`config.mk`:
```
export PLATFORM = sky130hd
export DESIGN_NAME = bfd_pos
export DESIGN_NICKNAME = d
export VERILOG_FILES = /design/src/bfd_pkg.sv /design/src/bfd_pos.sv
export SDC_FILE = /design/constraint.sdc
export NUM_CORES = 1
export LEC_CHECK = 0
export ABC_AREA = 1
export BUFFER_PORTS_ARGS = -buffer_cell sky130_fd_sc_hd__buf_4
export CAP_MARGIN = 20
export CORE_MARGIN = 3
export CORE_UTILIZATION = 57
export CTS_CLUSTER_DIAMETER = 30
export DETAILED_ROUTE_END_ITERATION = 7
export HOLD_SLACK_MARGIN = 0.15
export PLACE_DENSITY = 0.83
export SLEW_MARGIN = 5
export SYNTH_ARGS = -nofsm -noshare
export SYNTH_HDL_FRONTEND = slang
export SYNTH_SLANG_ARGS = --single-unit
```
`constraint.sdc`:
```
create_clock -name clk -period 4.6 [get_ports clk]
set_clock_uncertainty 0.05 [all_clocks]
set_input_delay 0.92 -clock clk [delete_from_list [all_inputs] [get_ports clk]]
set_output_delay 0.92 -clock clk [all_outputs]
set_load 0.1 [all_outputs]
```
`src/bfd_pkg.sv`:
```
`timescale 1ns / 1ps
// ----------------------------------------------------------------------------
// bfd_pkg
// Shared types, constants and helpers for the tile box-filter downsampler.
// ----------------------------------------------------------------------------
package bfd_pkg;

	localparam int DEF_MAX_TILE_WIDTH  = 1024;
	localparam int DEF_MAX_TILE_HEIGHT = 1024;

	// width that holds any clamped tile size over the parameter range
	localparam int SIZE_W = 13;

	localparam int PIX_W     = 8;
	localparam int HSUM_W    = 11;
	localparam int CSUM_W    = 14;
	localparam int STORE_W   = 3 * CSUM_W;
	localparam int OUT_POS_W = 9;

	localparam int IN_DATA_W  = 24;
	localparam int OUT_DATA_W = 48;

	localparam int CFG_IDX_W  = 2;
	localparam int CFG_DATA_W = 11;

	localparam logic [CFG_IDX_W-1:0] CFG_FACTOR_LOG2 = 2'd0;
	localparam logic [CFG_IDX_W-1:0] CFG_TILE_WIDTH  = 2'd1;
	localparam logic [CFG_IDX_W-1:0] CFG_TILE_HEIGHT = 2'd2;

	localparam logic [1:0]            RST_FACTOR_LOG2 = 2'd2;
	localparam logic [CFG_DATA_W-1:0] RST_TILE_WIDTH  = 11'd1024;
	localparam logic [CFG_DATA_W-1:0] RST_TILE_HEIGHT = 11'd1024;

	// per-beat decisions taken at the input
	typedef struct packed {
		logic block_end;
		logic last_row;
		logic use_store;
		logic done;
	} bfd_step_t;

	// clamp, round down to the factor, raise to at least the factor
	function automatic logic [SIZE_W-1:0] effective_size(
		input logic [CFG_DATA_W-1:0] size_reg,
		input logic [SIZE_W-1:0]     limit,
		input logic [1:0]            k
	);
		logic [SIZE_W-1:0] v;
		logic [SIZE_W-1:0] f;
		v = SIZE_W'(size_reg);
		f = SIZE_W'(1) << k;
		if (v > limit) begin
			v = limit;
		end
		v = v & ~(f - SIZE_W'(1));
		if (v < f) begin
			v = f;
		end
		return v;
	endfunction

endpackage

```
`src/bfd_pos.sv`:
```
`timescale 1ns / 1ps
// ----------------------------------------------------------------------------
// bfd_pos
// Column, row-in-band and band counters with the per-beat block decisions.
// ----------------------------------------------------------------------------
module bfd_pos #(
	parameter int MAX_TILE_WIDTH  = bfd_pkg::DEF_MAX_TILE_WIDTH,
	parameter int MAX_TILE_HEIGHT = bfd_pkg::DEF_MAX_TILE_HEIGHT,
	parameter int IDX_W           = $clog2(MAX_TILE_WIDTH / 2),
	parameter int BAND_W          = $clog2(MAX_TILE_HEIGHT / 2)
) (
	input  logic                              clk,
	input  logic                              arst_n,
	input  logic                              advance,
	input  logic [1:0]                        factor_log2,
	input  logic [bfd_pkg::CFG_DATA_W-1:0]    tile_width,
	input  logic [bfd_pkg::CFG_DATA_W-1:0]    tile_height,
	output bfd_pkg::bfd_step_t                step,
	output logic [IDX_W-1:0]                  idx,
	output logic [BAND_W-1:0]                 band,
	output logic [1:0]                        k_eff
);
	import bfd_pkg::*;

	localparam int COL_W = $clog2(MAX_TILE_WIDTH);
	localparam int LW    = SIZE_W + 3;

	logic [COL_W-1:0]  col_q;
	logic [2:0]        row_q;
	logic [BAND_W-1:0] band_q;

	logic [1:0]        k;
	logic [3:0]        f;
	logic [SIZE_W-1:0] w_eff;
	logic [SIZE_W-1:0] h_eff;
	logic [COL_W-1:0]  col_mask;
	logic              last_col;
	logic              last_row;
	logic              last_band;

	always_comb begin
		k        = (factor_log2 == 2'd0) ? 2'd1 : factor_log2;
		f        = 4'd1 << k;
		w_eff    = effective_size(tile_width, SIZE_W'(MAX_TILE_WIDTH), k);
		h_eff    = effective_size(tile_height, SIZE_W'(MAX_TILE_HEIGHT), k);
		col_mask = COL_W'(f - 4'd1);
		last_col = (SIZE_W'(col_q) + SIZE_W'(1)) >= w_eff;
		last_row = row_q >= 3'(f - 4'd1);
		last_band = ((LW'(band_q) + LW'(1)) << k) >= LW'(h_eff);

		step.block_end = ((col_q & col_mask) == col_mask) || last_col;
		step.last_row  = last_row;
		step.use_store = row_q != 3'd0;
		step.done      = last_col && last_band && last_row;
		idx            = IDX_W'(col_q >> k);
		band           = band_q;
		k_eff          = k;
	end

	always_ff @(posedge clk or negedge arst_n) begin
		if (!arst_n) begin
			col_q  <= '0;
			row_q  <= '0;
			band_q <= '0;
		end else if (advance) begin
			if (last_col) begin
				col_q <= '0;
				if (last_row) begin
					row_q  <= '0;
					band_q <= last_band ? '0 : band_q + BAND_W'(1);
				end else begin
					row_q <= row_q + 3'd1;
				end
			end else begin
				col_q <= col_q + COL_W'(1);
			end
		end
	end

endmodule

```
# ---- After elaboration in Yosys (flattened, before gate mapping)
# Cells that the tools add are included.
dict set report word_totals {
  reg_bits 22
  input_bits 27
  out_inout_bits 24
  elab_cells 42
}
dict set report op_classes {
  n_addsub 8
  magnitude_cmp 7
  n_eq_ne 1
  shifts 4
  n_mux 8
  bitwise 4
  n_reduce_logical 7
}
# operator n
set ops {}
lappend ops {{13-bit bitwise AND} 2}
lappend ops {{13-bit < comparator} 2}
lappend ops {{13-bit two-way mux} 2}
lappend ops {{11-bit greater-than comparator, second input constant} 2}
lappend ops {{11-bit two-way mux} 2}
lappend ops {{16-bit by 13-bit greater-or-equal comparator with 1-bit output} 1}
lappend ops {{10-bit by 2-bit << shifter with 16-bit output} 1}
lappend ops {{11-bit by 13-bit greater-or-equal comparator with 1-bit output} 1}
lappend ops {{13-bit inverter} 1}
lappend ops {{1-bit by 2-bit << shifter with 13-bit output, first input constant} 1}
lappend ops {{13-bit by 1-bit subtractor with 13-bit output, second input constant} 1}
lappend ops {{10-bit by 1-bit adder with 11-bit output, second input constant} 1}
lappend ops {{10-bit by 1-bit adder with 10-bit output, second input constant} 1}
lappend ops {{9-bit by 1-bit adder with 10-bit output, second input constant} 1}
lappend ops {{10-bit bitwise AND} 1}
lappend ops {{10-bit equality test} 1}
lappend ops {{10-bit two-way mux} 1}
lappend ops {{10-bit by 2-bit right shift with 9-bit output} 1}
lappend ops {{9-bit by 1-bit adder with 9-bit output, second input constant} 1}
lappend ops {{9-bit two-way mux} 1}
lappend ops {{4-bit by 1-bit subtractor with 5-bit output, second input constant} 1}
lappend ops {{1-bit by 2-bit << shifter with 4-bit output, first input constant} 1}
lappend ops {{3-bit by 1-bit adder with 3-bit output, second input constant} 1}
lappend ops {{3-bit greater-or-equal comparator} 1}
lappend ops {{other kinds (9)} 10}

# ---- Depth between registers and ports, before layout
dict set report depth {
  ltp_word 11
  ltp_mapped 25
  depth_no_buf 25
}

# ---- Worst setup path after synthesis
# No wires, ideal clock.
dict set report synth_path {
  path_type {input to output}
  startpoint {input factor_log2[1]}
  endpoint {output step[0] in the netlist's numbering}
  arrival_time_ns 4.954
  required_time_ns 3.630
  path_slack_ns -1.324
  cell_stages 22
  path_buffers 2
  path_cell_list {buf_4 inv_1 nor2_2 inv_1 buf_2 ha_1 nand2_1 nand2_1 nand2_1 nand2_1 nand2_1 nand2_1 ha_1 nand2_1 nor2_1 and2_1 nor2_1 nand3_1 nand2_1 nand2_1 nand2_1 a21oi_1}
}
# item line_no
set synth_rtl {}
lappend synth_rtl {{from (decl)} bfd_pos.sv:15} ;# input logic [1:0] factor_log2,
lappend synth_rtl {{to (decl)} bfd_pos.sv:18} ;# output bfd_pkg::bfd_step_t step,

==> results by group <==
Detailed routing
  – Routed Wire Length: 7.24 mm
  – WL/cell: around 14 um
  – Vias/cell: ~5.5
  – TritonRoute pass-1 iters: 5
  – DRC: 0
  – DR iter-0 viols: 190
  – ANT nets after route: 0
  – Via count: between 2000 and 3000

Synthesis
  – Ys flop type: dfrtp_1
  – Syn Inst Count: 417
  – Distinct cells, synth: 39
  – Number of synthesis warnings: 0
  – Synth Cell Area: approximately 2700 um2
  – Most frequent cell after synthesis: nand2_1
  – Avg Cell Area, Syn: approximately 6.4 um2
  – Post-synth EDFFs: 0
  – Top-area cell type share of the netlist area: roughly a fifth
  – Synth area leader: dfrtp_1
  – Synth Register Bits: 22
  – Dominant cells by area after synthesis: dfrtp_1, nand2_1, ha_1
  – Sequential share of the synthesized area: around a fifth
  – Async SR Flop Fraction: 100%
  – Synth cell count leaders: nand2_1, inv_1, nor2_1, ha_1, nand3_1

Placement
  – Hpwl dp: about 5.5 mm
  – IO buf count: 50
  – Gpl congestion: 0.841

Global route
  – First-pass GRT wire length: 11.7 mm
  – Largest net degree at the start of global routing: 23
  – Global Route Usage Sum: 26.8%
  – Remaining global-route overflow: 0
  – Initial antenna violation count: 0
  – Vias in the first global route: 2635

Layout
  – Share of post-route cells with drive strength above 1: between 20% and 30%
  – Layout Utilization: around three quarters
  – Fillers: ~350
  – Layout area overhead: 24.7%
  – Ant diodes: 0
  – Layout Nets: around 530

Worst setup path
  – Crit path launch type: input pin
  – WP data arrival: between 3 and 4 ns
  – Critical path class: in -> out
  – Crit-path max FO: 4
  – Reg2Reg Depth: 18
  – Reg2reg setup slack: 1.55 ns
  – CP endpoint kind: output pin
  – CP Data Required Time: between 3 and 4 ns
  – Reg-to-reg startpoint: col_q[2]
  – Worst r2r dst: band[2]

Clocking
  – Clock transition at path regs: around 0.090 ns
  – CTS tree: done
  – Clock Root Buffer: clkbuf_8
  – Clk sinks: 22
  – Hold Buf Count CTS: 0
  – H-Tree Depth: 1
  – Clk_lat worst skew: between 0.2 and 0.3 ns
  – Num CTS Buffers: 3
  – Clk buf depth: 2

Die
  – Die area: 5520 um2
  – Placeable Area: around 4400 um2
  – Starting density of the core: about 60%
  – I/O pin cnt: 51
  – Die X: roughly 74 um
  – Die Ht: 74.3 um
  – Num rows: 24

Pwr
  – Pleak: ~1.8 nW
  – Power per Cell Area: 480 nW/um2
  – Total Power: approximately 0.0016 W
  – Worst IR drop on VDD: between 500 and 600 uV

Job
  – Max_cap viols: 0

Run status
  – Status: complete, no violations

Timing
  – Fin. max-slew vios: 0
  – Final Cycle Share: a little over nine tenths
  – Final min period: ~4.4 ns
  – Final Hold Fails: 0
  – Fmax: approximately 230 MHz
  – # setup viols final: 0

Hold path
  – Worst Hold Class: in -> async
[kinds of logic after synthesis]
group	count (synthesis)	synth area share (%)
and+or+nand+nor	217	36.0
buffers and inverters	68	10.1
AOI/OAI and AO/OA	67	14.9
adders and majority gates	32	15.1
DFF	22	20.7
xor gates and xnor gates	9	2.96
other	2	0.282
[worst max-delay path: stages]
cell     delay (ns)
buf_4          0.12
nor2_1         0.09
nand3_1        0.12
o21ai_2        0.19
nand3_2        0.10
inv_1          0.07
ha_1           0.21
nand2_1        0.06
nand2_1        0.05
nand2_2        0.08
nand2_1        0.09
nand2_1        0.08
nand2_1        0.09
ha_4           0.28
nand2_1        0.05
nor2_1         0.09
nand2_1        0.05
nand3_1        0.08
nand2_1        0.09
nand3_4        0.12
nand2_1        0.09
a21oi_4        0.14
buf_12         0.18
[state kept, by name (all words and copies together), names as in the netlist]
| name | count |
|---|---|
| band | 9 |
| row_q | 3 |
| col_q | 10 |
[report_power, final]
part	total (W)	leakage (nW)	switching [W]	internal [W]
clock	0.000186	0.0357	0.0000696	0.000116
combinational	0.00110	1.51	0.000781	0.000320
sequential	0.000304	0.296	0.0000603	0.000244
[cells in the final DEF (no fill, tap or decap), drive strengths merged, types with 2 or more instances in the layout]
cell type,netlist,layout
and2,2,2
o21ai,24,24
nor3,3,3
dfrtp,22,22
xor2,9,9
inv,57,57
clkbuf,3,3
nor2,41,41
o22ai,14,14
conb,2,4
nand2,123,123
o21bai,2,2
and3,2,2
nand3,31,31
ha,32,32
buf,7,61
a21oi,21,21
or2,2,2
nand4,12,12
[final cells by class]
type | count | area (um2) | area share, %
Tap cell | 52 | 65.1 | 1.96
Multi-Input combinational cell | 329 | 1930 | 58.3
Timing Repair Buffer | 61 | 478 | 14.4
Clock buffer | 3 | 41.3 | 1.25
Clock inverter | 1 | 30.0 | 0.906
Inverter | 58 | 218 | 6.57
Sequential cell | 22 | 551 | 16.6
[worst max path at each step]
stage,startpoint,endpoint,slack (ns),cells past startpoint
6_report,tile_width[2],step[0],0.17,23
5_1_grt,tile_width[4],step[0],-0.03,23
4_1_cts,tile_height[4],step[0],0.08,24
3_5_place_dp,tile_height[4],step[0],0.07,24
3_3_place_gp,tile_width[4],step[0],0.13,23
2_1_floorplan,factor_log2[1],step[0],0.03,22
[per-stage QoR]
step	worst slack, ns	hold slack, ns	TNS (ns)	area [um2]	cells
finish	0.174	0.474	0	3320	526
global route	-0.0281	0.494	-0.0512	3320	526
CTS	0.0769	0.483	0	3240	526
detailed placement	0.0742	0.466	0	3170	522
global placement	0.134	0.442	0	3170	522
floorplan	0.0287	0.504	0	2720	419
[timing repair]
action | in CTS | in global routing
buffers inserted | 0 | 0
gates resized for setup | 0 | 17
endpoints found under the setup margin | 0 | 2
[layer usage]
layer  GRT usage, %  routed length [um]  vias to the layer above
met5              0                   0                        -
met4           2.96                  44                        0
met3           3.11                 391                        6
met2           47.6                3640                       85
met1           36.2                3170                     1344
li1               -                   -                     1482
Note: power is estimated with default switching activity, not from simulation.
